===== src/sv/tss_pkg.sv =====
// Shared types, codes and constants of the timed step sequencer.
package tss_pkg;

	localparam int MAX_STEPS_DEF = 16;
	localparam int OUT_DEPTH     = 3;
	localparam int IDX_W         = 5;

	typedef enum logic [2:0] {
		CMD_TICK  = 3'd0,
		CMD_START = 3'd1,
		CMD_PAUSE = 3'd2,
		CMD_STOP  = 3'd3,
		CMD_ADD   = 3'd4,
		CMD_CLEAR = 3'd5
	} cmd_t;

	localparam logic [1:0] OUTC_END   = 2'd0;
	localparam logic [1:0] OUTC_ABORT = 2'd1;

	localparam logic [1:0] ST_OK      = 2'd0;
	localparam logic [1:0] ST_RESUMED = 2'd1;
	localparam logic [1:0] ST_REFUSED = 2'd2;
	localparam logic [1:0] ST_FULL    = 2'd3;

	typedef struct packed {
		logic        has_action;
		logic [31:0] step_delay;
		logic [31:0] repeat_count;
		logic [1:0]  step_outcome;
		logic [31:0] time_ms;
		cmd_t        func;
	} item_t;

	// Packed so that the last field lands in the lowest bits.
	typedef struct packed {
		logic [IDX_W-1:0] step_total;
		logic [1:0]       status;
		logic             running;
		logic [IDX_W-1:0] step_index;
		logic             fired;
	} result_t;

	typedef struct packed {
		logic        act;
		logic [31:0] dly;
		logic [31:0] reps;
	} step_entry_t;

endpackage


===== src/sv/timed_step_sequencer_unit.sv =====
// Top level of the timed step sequencer: ports, step table RAM and result queue.
//
// The sequencer takes one request per clock cycle while s_tready is high and returns
// exactly one result for each, in order, on the master side after the core stage and
// the result queue. The step table (repeat count, delay, action flag per step) lives
// in a synchronous RAM whose read port is always aimed at the step that the next
// request will see, so a tick finds its step entry ready; a step added on the cycle
// before is forwarded around the RAM. A three-entry result queue lets requests keep
// flowing while results wait; the slave side stalls only when that queue and the
// stage in flight would overflow. The table needs no clearing after reset or a clear
// request: entries beyond the step count are never used.
module timed_step_sequencer_unit #(
	parameter int MAX_STEPS = tss_pkg::MAX_STEPS_DEF
) (
	input  logic         clk,
	input  logic         arst_n,
	input  logic         s_tvalid,
	output logic         s_tready,
	// time_ms [31:0], step_outcome [33:32], repeat_count [65:34],
	// step_delay [97:66], has_action [98], zero fill [103:99]
	input  logic [103:0] s_tdata,
	// func [2:0]
	input  logic [2:0]   s_tuser,
	output logic         m_tvalid,
	input  logic         m_tready,
	// fired [0], step_index [5:1], running [6], status [8:7], step_total [13:9],
	// zero fill [15:14]
	output logic [15:0]  m_tdata
);

	localparam int AW = (MAX_STEPS > 1) ? $clog2(MAX_STEPS) : 1;
	localparam int EW = $bits(tss_pkg::step_entry_t);
	localparam int LW = $clog2(tss_pkg::OUT_DEPTH + 1);
	localparam int RW = $bits(tss_pkg::result_t);

	tss_pkg::item_t   item;
	logic             take;
	logic             tbl_we;
	logic [AW-1:0]    tbl_waddr;
	logic [EW-1:0]    tbl_wdata;
	logic [AW-1:0]    tbl_raddr;
	logic [EW-1:0]    tbl_rdata;
	logic             res_valid;
	tss_pkg::result_t res;
	tss_pkg::result_t head;
	logic [LW-1:0]    level;
	logic             not_empty;

	assign item.func         = tss_pkg::cmd_t'(s_tuser);
	assign item.time_ms      = s_tdata[31:0];
	assign item.step_outcome = s_tdata[33:32];
	assign item.repeat_count = s_tdata[65:34];
	assign item.step_delay   = s_tdata[97:66];
	assign item.has_action   = s_tdata[98];

	// Queue entries plus the request in flight must leave room for one more.
	assign s_tready = ({1'b0, level} + {{LW{1'b0}}, res_valid}) < (LW + 1)'(tss_pkg::OUT_DEPTH);
	assign take     = s_tvalid && s_tready;

	tss_core #(
		.MAX_STEPS(MAX_STEPS)
	) u_core (
		.clk       (clk),
		.arst_n    (arst_n),
		.in_take   (take),
		.in_item   (item),
		.tbl_we    (tbl_we),
		.tbl_waddr (tbl_waddr),
		.tbl_wdata (tbl_wdata),
		.tbl_raddr (tbl_raddr),
		.tbl_rdata (tbl_rdata),
		.res_valid (res_valid),
		.res       (res)
	);

	tss_ram #(
		.WIDTH(EW),
		.DEPTH(MAX_STEPS)
	) u_table (
		.clk   (clk),
		.we    (tbl_we),
		.waddr (tbl_waddr),
		.wdata (tbl_wdata),
		.raddr (tbl_raddr),
		.rdata (tbl_rdata)
	);

	tss_out_fifo u_out (
		.clk       (clk),
		.arst_n    (arst_n),
		.push      (res_valid),
		.push_data (res),
		.pop       (m_tvalid && m_tready),
		.not_empty (not_empty),
		.level     (level),
		.head      (head)
	);

	assign m_tvalid = not_empty;
	assign m_tdata  = {(16 - RW)'(0), head};

endmodule


===== src/sv/tss_ram.sv =====
// Generic single-write, single-read synchronous RAM with registered read data.
module tss_ram #(
	parameter int WIDTH = 8,
	parameter int DEPTH = 16,
	localparam int AW = (DEPTH > 1) ? $clog2(DEPTH) : 1
) (
	input  logic             clk,
	input  logic             we,
	input  logic [AW-1:0]    waddr,
	input  logic [WIDTH-1:0] wdata,
	input  logic [AW-1:0]    raddr,
	output logic [WIDTH-1:0] rdata
);

	logic [WIDTH-1:0] mem [DEPTH];

	always_ff @(posedge clk) begin
		if (we) begin
			mem[waddr] <= wdata;
		end
		rdata <= mem[raddr];
	end

endmodule


===== src/sv/tss_core.sv =====
// Sequencer state, table read-modify pipeline stage and write-to-read bypass.
module tss_core #(
	parameter int MAX_STEPS = tss_pkg::MAX_STEPS_DEF,
	localparam int AW = (MAX_STEPS > 1) ? $clog2(MAX_STEPS) : 1,
	localparam int CW = $clog2(MAX_STEPS + 1),
	localparam int EW = $bits(tss_pkg::step_entry_t)
) (
	input  logic                  clk,
	input  logic                  arst_n,
	input  logic                  in_take,
	input  tss_pkg::item_t        in_item,
	output logic                  tbl_we,
	output logic [AW-1:0]         tbl_waddr,
	output logic [EW-1:0]         tbl_wdata,
	output logic [AW-1:0]         tbl_raddr,
	input  logic [EW-1:0]         tbl_rdata,
	output logic                  res_valid,
	output tss_pkg::result_t      res
);

	typedef enum logic [1:0] {
		MODE_OFF     = 2'd0,
		MODE_PAUSED  = 2'd1,
		MODE_READY   = 2'd2,
		MODE_WORKING = 2'd3
	} mode_t;

	logic                 valid_s1;
	tss_pkg::item_t       item_s1;
	logic                 byp_hit_s1;
	tss_pkg::step_entry_t byp_data_s1;

	mode_t          mode_q, mode_n;
	logic [CW-1:0]  cur_q, cur_n;
	logic [CW-1:0]  cnt_q, cnt_n;
	logic [31:0]    rc_q, rc_n;
	logic [31:0]    el_q, el_n;
	logic [31:0]    lss_q, lss_n;
	logic [31:0]    lts_q, lts_n;
	logic [31:0]    pt_q, pt_n;

	tss_pkg::step_entry_t entry;
	tss_pkg::step_entry_t wentry;
	logic                 fired;
	logic [CW-1:0]        fidx;
	logic [1:0]           status;

	assign entry = byp_hit_s1 ? byp_data_s1 : tss_pkg::step_entry_t'(tbl_rdata);

	always_comb begin
		logic        valid;
		logic        go_on;
		logic [31:0] rc_t;
		logic [31:0] el_t;

		mode_n = mode_q;
		cur_n  = cur_q;
		cnt_n  = cnt_q;
		rc_n   = rc_q;
		el_n   = el_q;
		lss_n  = lss_q;
		lts_n  = lts_q;
		pt_n   = pt_q;
		fired  = 1'b0;
		fidx   = cur_q;
		status = tss_pkg::ST_OK;
		valid  = cur_q < cnt_q;
		go_on  = 1'b1;
		rc_t   = rc_q;
		el_t   = el_q;

		if (valid_s1) begin
			unique case (item_s1.func)
				tss_pkg::CMD_TICK: begin
					unique case (mode_q)
						MODE_OFF: begin
						end
						MODE_PAUSED: begin
							pt_n = pt_q + (item_s1.time_ms - lts_q);
						end
						MODE_READY: begin
							lss_n  = item_s1.time_ms;
							mode_n = MODE_WORKING;
						end
						MODE_WORKING: begin
							if (el_q == 32'd0 || !valid) begin
								if (valid && entry.act) begin
									fired = 1'b1;
									if (item_s1.step_outcome == tss_pkg::OUTC_ABORT) begin
										go_on = 1'b0;
									end else begin
										if (item_s1.step_outcome == tss_pkg::OUTC_END) begin
											rc_t = entry.reps;
										end
										el_t = el_q + 32'd1;
									end
								end else begin
									go_on = 1'b0;
								end
							end
							if (go_on) begin
								if (el_t >= entry.dly) begin
									if (rc_t >= entry.reps) begin
										cur_n = cur_q + CW'(1);
										rc_n  = 32'd0;
									end else begin
										rc_n = rc_t + 32'd1;
									end
									el_n = 32'd0;
								end else begin
									rc_n = rc_t;
									el_n = el_t + (item_s1.time_ms - lss_q);
								end
								lss_n = item_s1.time_ms;
							end else begin
								mode_n = MODE_OFF;
								cur_n  = '0;
								rc_n   = 32'd0;
								lss_n  = 32'd0;
								el_n   = 32'd0;
								pt_n   = 32'd0;
							end
						end
					endcase
					lts_n = item_s1.time_ms;
				end
				tss_pkg::CMD_START: begin
					if (mode_q == MODE_OFF) begin
						mode_n = MODE_READY;
						cur_n  = '0;
						rc_n   = 32'd0;
					end else if (mode_q == MODE_PAUSED) begin
						mode_n = MODE_WORKING;
						lss_n  = lss_q + pt_q;
						status = tss_pkg::ST_RESUMED;
					end else begin
						status = tss_pkg::ST_REFUSED;
					end
				end
				tss_pkg::CMD_PAUSE: begin
					mode_n = MODE_PAUSED;
					pt_n   = 32'd0;
				end
				tss_pkg::CMD_STOP: begin
					mode_n = MODE_OFF;
					cur_n  = '0;
					rc_n   = 32'd0;
					lss_n  = 32'd0;
					el_n   = 32'd0;
					pt_n   = 32'd0;
				end
				tss_pkg::CMD_ADD: begin
					if (cnt_q == CW'(MAX_STEPS)) begin
						status = tss_pkg::ST_FULL;
					end else begin
						cnt_n = cnt_q + CW'(1);
					end
				end
				tss_pkg::CMD_CLEAR: begin
					mode_n = MODE_OFF;
					cur_n  = '0;
					cnt_n  = '0;
					rc_n   = 32'd0;
					lss_n  = 32'd0;
					lts_n  = 32'd0;
					el_n   = 32'd0;
					pt_n   = 32'd0;
				end
				default: begin
				end
			endcase
		end
	end

	// Table write for an add request; the read port already looks up the entry
	// that the next request will see as its current step.
	assign wentry.reps = item_s1.repeat_count;
	assign wentry.dly  = item_s1.step_delay;
	assign wentry.act  = item_s1.has_action;

	assign tbl_we    = valid_s1 && item_s1.func == tss_pkg::CMD_ADD && cnt_q != CW'(MAX_STEPS);
	assign tbl_waddr = cnt_q[AW-1:0];
	assign tbl_wdata = EW'(wentry);
	assign tbl_raddr = cur_n[AW-1:0];

	assign res_valid      = valid_s1;
	assign res.fired      = fired;
	assign res.step_index = fired ? tss_pkg::IDX_W'(fidx) : tss_pkg::IDX_W'(cur_n);
	assign res.running    = mode_n != MODE_OFF;
	assign res.status     = status;
	assign res.step_total = tss_pkg::IDX_W'(cnt_n);

	always_ff @(posedge clk or negedge arst_n) begin
		if (!arst_n) begin
			valid_s1 <= 1'b0;
			mode_q   <= MODE_OFF;
			cur_q    <= '0;
			cnt_q    <= '0;
			rc_q     <= 32'd0;
			el_q     <= 32'd0;
			lss_q    <= 32'd0;
			lts_q    <= 32'd0;
			pt_q     <= 32'd0;
		end else begin
			valid_s1 <= in_take;
			mode_q   <= mode_n;
			cur_q    <= cur_n;
			cnt_q    <= cnt_n;
			rc_q     <= rc_n;
			el_q     <= el_n;
			lss_q    <= lss_n;
			lts_q    <= lts_n;
			pt_q     <= pt_n;
		end
	end

	always_ff @(posedge clk) begin
		if (in_take) begin
			item_s1 <= in_item;
		end
		// A write to the very entry being read this cycle is forwarded.
		byp_hit_s1  <= tbl_we && (cur_n == cnt_q);
		byp_data_s1 <= wentry;
	end

endmodule


===== src/sv/tss_out_fifo.sv =====
// Small result queue that decouples the sequencer from the output handshake.
module tss_out_fifo (
	input  logic                  clk,
	input  logic                  arst_n,
	input  logic                  push,
	input  tss_pkg::result_t      push_data,
	input  logic                  pop,
	output logic                  not_empty,
	output logic [$clog2(tss_pkg::OUT_DEPTH+1)-1:0] level,
	output tss_pkg::result_t      head
);

	localparam int PW = $clog2(tss_pkg::OUT_DEPTH);
	localparam int LW = $clog2(tss_pkg::OUT_DEPTH + 1);

	tss_pkg::result_t buf_q [tss_pkg::OUT_DEPTH];
	logic [PW-1:0]    wr_q;
	logic [PW-1:0]    rd_q;
	logic [LW-1:0]    cnt_q;

	function automatic logic [PW-1:0] wrap_inc(input logic [PW-1:0] p);
		return (p == PW'(tss_pkg::OUT_DEPTH - 1)) ? '0 : p + PW'(1);
	endfunction

	assign not_empty = cnt_q != '0;
	assign level     = cnt_q;
	assign head      = buf_q[rd_q];

	always_ff @(posedge clk or negedge arst_n) begin
		if (!arst_n) begin
			wr_q  <= '0;
			rd_q  <= '0;
			cnt_q <= '0;
		end else begin
			if (push) begin
				wr_q <= wrap_inc(wr_q);
			end
			if (pop) begin
				rd_q <= wrap_inc(rd_q);
			end
			if (push && !pop) begin
				cnt_q <= cnt_q + LW'(1);
			end else if (pop && !push) begin
				cnt_q <= cnt_q - LW'(1);
			end
		end
	end

	always_ff @(posedge clk) begin
		if (push) begin
			buf_q[wr_q] <= push_data;
		end
	end

endmodule

===== config.mk =====
export PLATFORM = sky130hd
export DESIGN_NAME = timed_step_sequencer_unit
export DESIGN_NICKNAME = d
export VERILOG_FILES = /design/src/sv/tss_pkg.sv /design/src/sv/timed_step_sequencer_unit.sv /design/src/sv/tss_ram.sv /design/src/sv/tss_core.sv /design/src/sv/tss_out_fifo.sv
export SDC_FILE = /design/constraint.sdc
export NUM_CORES = 2
export LEC_CHECK = 0
export ABC_AREA = 1
export ABC_CLOCK_PERIOD_IN_PS = 13700
export BUFFER_PORTS_ARGS = -buffer_cell sky130_fd_sc_hd__buf_2
export CAP_MARGIN = 20
export CORE_MARGIN = 2
export CORE_UTILIZATION = 50
export DETAILED_ROUTE_END_ITERATION = 16
export PLACE_DENSITY = 0.66
export SLEW_MARGIN = 20
export SYNTH_ARGS = -nofsm -noshare
export SYNTH_HDL_FRONTEND = slang
export SYNTH_SLANG_ARGS = --single-unit

===== constraint.sdc =====
create_clock -name clk -period 13.7 [get_ports clk]
set_input_delay 2.74 -clock clk [delete_from_list [all_inputs] [get_ports clk]]
set_output_delay 2.74 -clock clk [all_outputs]
set_load 0.005 [all_outputs]

# ---- Yosys cells after proc, flatten, opt, wreduce, memory -nomap -nowiden
# Memory sizes are Yosys's and may differ from the RTL's. A register that Yosys moved wholly into a read port is not among the register bits.
# Cells that the tools add are included.
dict set report word_totals {
  reg_bits 347
  ramBits 1082
  in_bits 111
  output_inout_bits 18
  word_cells 167
  mem_count 2
}
dict set report op_classes {
  add_sub_neg 14
  order_cmp 4
  eq_ne 21
  n_mux 74
  reduce_logical 30
}
# name words word_bits read_ports rd_clocked_by_memory_dff write_ports line
set memory_table {}
lappend memory_table {u_table.mem 16 65 1 1 1 tss_ram.sv:15} ;# logic [WIDTH-1:0] mem [DEPTH];
lappend memory_table {u_out.buf_q 3 14 1 0 1 tss_out_fifo.sv:16} ;# tss_pkg::result_t buf_q [tss_pkg::OUT_DEPTH];
# cell n
set op_table {}
lappend op_table {{two-way mux 32 bit} 25}
lappend op_table {{case mux 32 bit (2 select lines)} 5}
lappend op_table {{case mux 32 bit (3 select lines)} 2}
lappend op_table {{adder 32 bit} 3}
lappend op_table {{two-way mux 65 bit} 1}
lappend op_table {{adder 32 x 1 -> 32 bit, second input constant} 2}
lappend op_table {{>= comparator 32 bit} 2}
lappend op_table {{subtractor 32 bit} 2}
lappend op_table {{two-way mux 5 bit} 9}
lappend op_table {{zero test 32 bit} 1}
lappend op_table {{two-way mux 2 bit} 12}
lappend op_table {{two-way mux 1 bit} 15}
lappend op_table {{case mux 5 bit (3 select lines)} 1}
lappend op_table {{nonzero test 2 bit} 6}
lappend op_table {{adder 5 x 1 -> 5 bit, second input constant} 2}
lappend op_table {{case mux 5 bit (2 select lines)} 1}
lappend op_table {{equality test 2 bit, second input constant} 4}
lappend op_table {{logical AND 1 bit} 8}
lappend op_table {{case mux 2 bit (2 select lines)} 2}
lappend op_table {{case mux 2 bit (4 select lines)} 1}
lappend op_table {{AND reduction 4 bit} 2}
lappend op_table {{adder 2 x 1 -> 2 bit, second input constant} 3}
lappend op_table {{equality test 3 x 2 -> 1 bit, second input constant} 2}
lappend op_table {{equality test 3 bit, second input constant} 2}
lappend op_table {{other kinds (24)} 30}

# ---- Logic depth before layout (Yosys ltp)
dict set report depth {
  ltp_word 17
  mapped_depth 37
  mapped_depth_nobuf 33
}

# ---- By module
# A second synthesis with hierarchy kept.
dict set report hier_totals {
  cells_unflattened 7284
  hier_area_um2 71021.9
}
# mod n_inst cells_each area_each_um2 seq_area_each_um2
set by_module_without_submodules {}
lappend by_module_without_submodules {tss_ram 1 4276 45932.8 32531.2}
lappend by_module_without_submodules {tss_core 1 2855 23186.0 8713.4}
lappend by_module_without_submodules {tss_out_fifo 1 140 1824.2 1411.4}
lappend by_module_without_submodules {timed_step_sequencer_unit 1 13 78.8 0.0}

# ---- Worst setup path before layout
# OpenSTA, ideal clock, no wires.
dict set report synth_timing {
  path_kind {input -> register}
  startpoint {input port s_tvalid}
  endpoint {register u_core.item_s1[0] (netlist name) (enable)}
  setup_time_ps 473
  arrival_time_ps 5096
  required_time_ps 13227
  path_slack_ps 8131
  stages 1
  path_buffers 0
  path_cell_list {and2_1}
}
dict set report synth_via {
  elab_chain_cells 1
}
# item line
set synth_rtl {}
lappend synth_rtl {{start: declaration} timed_step_sequencer_unit.sv:17} ;# input logic s_tvalid,
lappend synth_rtl {{logical AND 1 bit} timed_step_sequencer_unit.sv:58} ;# assign take = s_tvalid && s_tready;
lappend synth_rtl {{end signal: assignment} tss_core.sv:219} ;# item_s1 <= in_item;
lappend synth_rtl {{end: declaration} tss_core.sv:29} ;# tss_pkg::item_t item_s1;
# Every way passes these cells.
# A chain may end at the register's enable or synchronous reset.

# ---- Worst setup path in the final report
dict set report layout_timing {
  startpoint {register u_core.byp_hit_s1}
  endpoint {register u_table.rdata[60] (read register of u_table.mem)}
}
dict set report layout_via {
  elab_chain_cells 15
  word_cells_on_any_way 27
}
# item line
set layout_rtl {}
lappend layout_rtl {{start: declaration} tss_core.sv:30} ;# logic byp_hit_s1;
lappend layout_rtl {{start signal: assignment} tss_core.sv:222} ;# byp_hit_s1 <= tbl_we && (cur_n == cnt_q);
lappend layout_rtl {{two-way mux 65 bit *} tss_core.sv:48} ;# assign entry = byp_hit_s1 ? byp_data_s1 : tss_pkg::step_entry_t'(tbl_rdata);
lappend layout_rtl {{two-way mux 32 bit} tss_core.sv:92} ;# if (item_s1.step_outcome == tss_pkg::OUTC_END) begin
lappend layout_rtl {{two-way mux 32 bit} tss_core.sv:89} ;# if (item_s1.step_outcome == tss_pkg::OUTC_ABORT) begin
lappend layout_rtl {{two-way mux 32 bit} tss_core.sv:87} ;# if (valid && entry.act) begin
lappend layout_rtl {{two-way mux 32 bit} tss_core.sv:86} ;# if (el_q == 32'd0 || !valid) begin
lappend layout_rtl {{two-way mux 32 bit} tss_core.sv:75} ;# unique case (mode_q)
lappend layout_rtl {{two-way mux 32 bit} tss_core.sv:73} ;# unique case (item_s1.func)
lappend layout_rtl {{two-way mux 32 bit} tss_core.sv:72} ;# if (valid_s1) begin
lappend layout_rtl {{>= comparator 32 bit} tss_core.sv:103} ;# if (rc_t >= entry.reps) begin
lappend layout_rtl {{two-way mux 5 bit} tss_core.sv:103}
lappend layout_rtl {{two-way mux 5 bit} tss_core.sv:102} ;# if (el_t >= entry.dly) begin
lappend layout_rtl {{two-way mux 5 bit *} tss_core.sv:101} ;# if (go_on) begin
lappend layout_rtl {{two-way mux 5 bit *} tss_core.sv:75}
lappend layout_rtl {{case mux 5 bit (3 select lines) *} tss_core.sv:73}
lappend layout_rtl {{two-way mux 5 bit *} tss_core.sv:72}
lappend layout_rtl {{end: declaration} tss_ram.sv:12} ;# output logic [WIDTH-1:0] rdata
# Every way passes the cells marked *; elsewhere a longest branch is shown, timed or not. The select of a mux whose other input is x is not followed.

==> qor.yml <==
status: "completed"
p_total_mw: 15.28
synth_compound_area_share_pct: 4.705
ant_nets: 0
via_per_inst: 5.475
cp_top_family: "buffers and inverters"
cp-startpoint: "u_core.byp_hit_s1"
fin_nets: 7480
maxCapViolations: 0
reg2reg_depth: 32
hold_start: "u_core.rc_q[31]"
slowest_stage: "buf_4"
min_period_ns: 9.429
ys_ff_latch: 1494
area_growth_pct: 10.35
port_buffers: 121
ys.flop_type: "edfxtp_1"
grt_max_degree: 228
dp.cells: 8861
gp_congestion: 0.9026
slew_viol_final: 0
holdBufCountCts: 0
die_h_um: 381.8
synth_cell_types: 56
synth_edf_count: 1184
rows: 138
power_density_mw_per_mm2: 194.1
cts-root-buf: "clkbuf_16"
die_x_um: 381.8
firstDrtPassIters: 6
synth_top_family_by_area: "simple AND/OR/NAND/NOR gates"
end_kind: "register"
h-tree-depth: 4
cp_common_cell: "nand2_1"
top_layer: "met5"
clk_pin_slew_ns: 0.06
ios: 129
synthMuxAreaShare_pct: 0.9171
grt_overflow_total: 0
first_global_vias: 48446
rsz0062_at_grt: "false"
avgSynthCellArea_um2: 9.977
dr_wl_met2_mm: 86.34
start_util_pct: 50.40
synth-simple-area-share_pct: 20.24
diodes: 0
path_class: "register to register"
seqCellArea_mm2: 0.04266
fin_tns_setup_ns: 0
ys_warn_count: 0
cp.arrival_ns: 10.11
synthCells: 7152
drive_gt1_share_pct: 6.757
required_ns: 14.38
worst-slew-pin-transition_ns: 1.306
critPathMaxStageDelay_ns: 0.96
cts_resized: 0
hold_violations: 0
cp-start-kind: "register"
synthXorXnorAreaFrac_pct: 0.5278
fin_worst_skew_ns: 0.05981
final_cells: 9157
drc: 0
clk_latency_ns: 0.81
hpwl_mm: 100.8
multi_input_area_mm2: 0.02252
wl_met1_mm: 80.77
cts_made_buffers: 159
drt_wl_total_mm: 184.7
fillers: 11959
final_area_mm2: 0.07874
leakage_nw: 33.69
cts_tree: "done"
met3_length_mm: 13.01
critPathBufInv: 7
synthArstFlopShare_pct: 11.98
hold_path_depth: 2
core-area_mm2: 0.1416
drt-initial-drc-count: 4838
grt_pass1_wl_mm: 282.0
track_usage_pct: 25.12
slew_headroom_pct: 12.93
cp_max_fo: 206
setup_violations: 0
mostFrequentLayoutCells: "nand3_1, inv_1, nand2_1, edfxtp_1, nand3b_1"
dpl_cell_area_mm2: 0.07337
mostFrequentLayoutCell: "nand3_1"
min_period_over_period_pct: 68.83
synth_adder_area_share_pct: 4.819
cts_buffer_depth: 3
routedWlPerCell_um: 20.17
crit_cells: 32
reg2reg_from: "u_core.byp_hit_s1"
vias: 50135
cts_setup_buffers: 0
syn_area_mm2: 0.07136
ys_seq_area_share_pct: 59.78
antenna_found_initial: 3
ir_drop_mv: 0.1951
die_area_mm2: 0.1457
fmax_mhz: 106.1
hold_class: "register to register"
cts_sinks: 1494
power by group:
part,switching [mW],internal [mW]
Sequential,0.525,5.61
Combinational,3.21,1.58
Clock,1.83,2.52
Yosys cell counts (4+ instances only):
cell type | instances | area [um^2]
buf_6 | 20 | 225.2
o22ai_1 | 77 | 481.7
or2_2 | 12 | 75.07
buf_2 | 153 | 765.7
buf_1 | 38 | 142.6
nor2_1 | 250 | 938.4
buf_4 | 12 | 90.09
ha_1 | 174 | 2177
a21o_1 | 17 | 127.6
xor2_1 | 24 | 210.2
o211ai_1 | 6 | 45.04
a21oi_1 | 187 | 935.9
o21ai_1 | 51 | 255.2
inv_1 | 1218 | 4572
dfxtp_1 | 131 | 2623
nand3_1 | 1302 | 6516
o21a_1 | 7 | 52.55
edfxtp_1 | 1184 | 35550
fa_1 | 63 | 1261
xnor2_1 | 19 | 166.4
a21boi_0 | 4 | 30.03
nor3_1 | 22 | 110.1
nand2_2 | 5 | 31.28
o21bai_1 | 8 | 60.06
o221ai_1 | 5 | 43.79
mux2i_1 | 62 | 620.6
o21ai_0 | 173 | 865.8
inv_2 | 19 | 71.32
dfrtp_1 | 179 | 4479
a31oi_1 | 39 | 244.0
a22oi_1 | 13 | 97.59
nand2_1 | 1213 | 4553
nand3b_1 | 265 | 1989
nand4_1 | 23 | 143.9
clkbuf_1 | 142 | 533.0
area by class of cell:
class | instances | share of cell area [%]
Timing Repair Buffer | 184 | 1.476
Tap cell | 1890 | 3.003
Inverter | 1241 | 5.930
Clock inverter | 77 | 1.222
Clock buffer | 219 | 5.595
Sequential cell | 1494 | 54.18
Multi-Input combinational cell | 4052 | 28.60
flip-flops by register name, indices dropped and copies added (netlist names), 2 cells and up:
register,count
u_table.mem,1040
u_core.byp_data_s1,65
u_core.tbl_wdata,65
u_table.rdata,65
u_out.buf_q,42
u_core.item_s1,37
u_core.el_q,32
u_core.lss_q,32
u_core.lts_q,32
u_core.pt_q,32
u_core.rc_q,32
u_core.cnt_q,5
u_core.cur_q,5
u_core.mode_q,2
u_out.level,2
u_out.rd_q,2
u_out.wr_q,2
final timing paths:
kind	endpoint	slack, ns
worst max register to register	u_table.rdata[60]	4.27
worst min register to register	u_core.rc_q[31]	0.49
max in group asynchronous	u_core.el_q[22]	10.37
worst min-delay path	u_core.rc_q[31]	0.49
min in group asynchronous	u_out.rd_q[0]	1.90
worst max-delay path	u_table.rdata[60]	4.27
per-stage QoR:
stage          setup WS [ns]  hold WS [ns]  util (%)
6_report               4.271        0.4897     55.61
5_1_grt                3.763        0.5042     55.61
4_1_cts                4.372        0.4849     55.61
3_5_place_dp           4.438        0.4695     51.82
3_3_place_gp           4.602        0.4662     51.81
2_1_floorplan          8.131        0.4484         -
logic make-up after synthesis:
logic type / Yosys count
fa+ha+maj: 237
xor+xnor: 43
buf+inv: 1607
simple gates: 3104
flops: 1494
other cells: 1
mux: 65
compound gates: 601
worst register-to-register path, delay by kind of cell, from the launching register on:
family,cells,cell delay [ns]
fa+ha+maj,1,0.32
flops,1,0.60
simple gates,21,3.42
compound gates,3,0.51
buf+inv,7,4.47
layer usage:
metal  vias to the layer above  GRT usage [%]
li1                      23920              -
met3                       276          3.421
met4                         2          7.254
met5                         -              0
met1                     24126          35.25
met2                      1811          40.91
(Power assumes the default switching activity.)
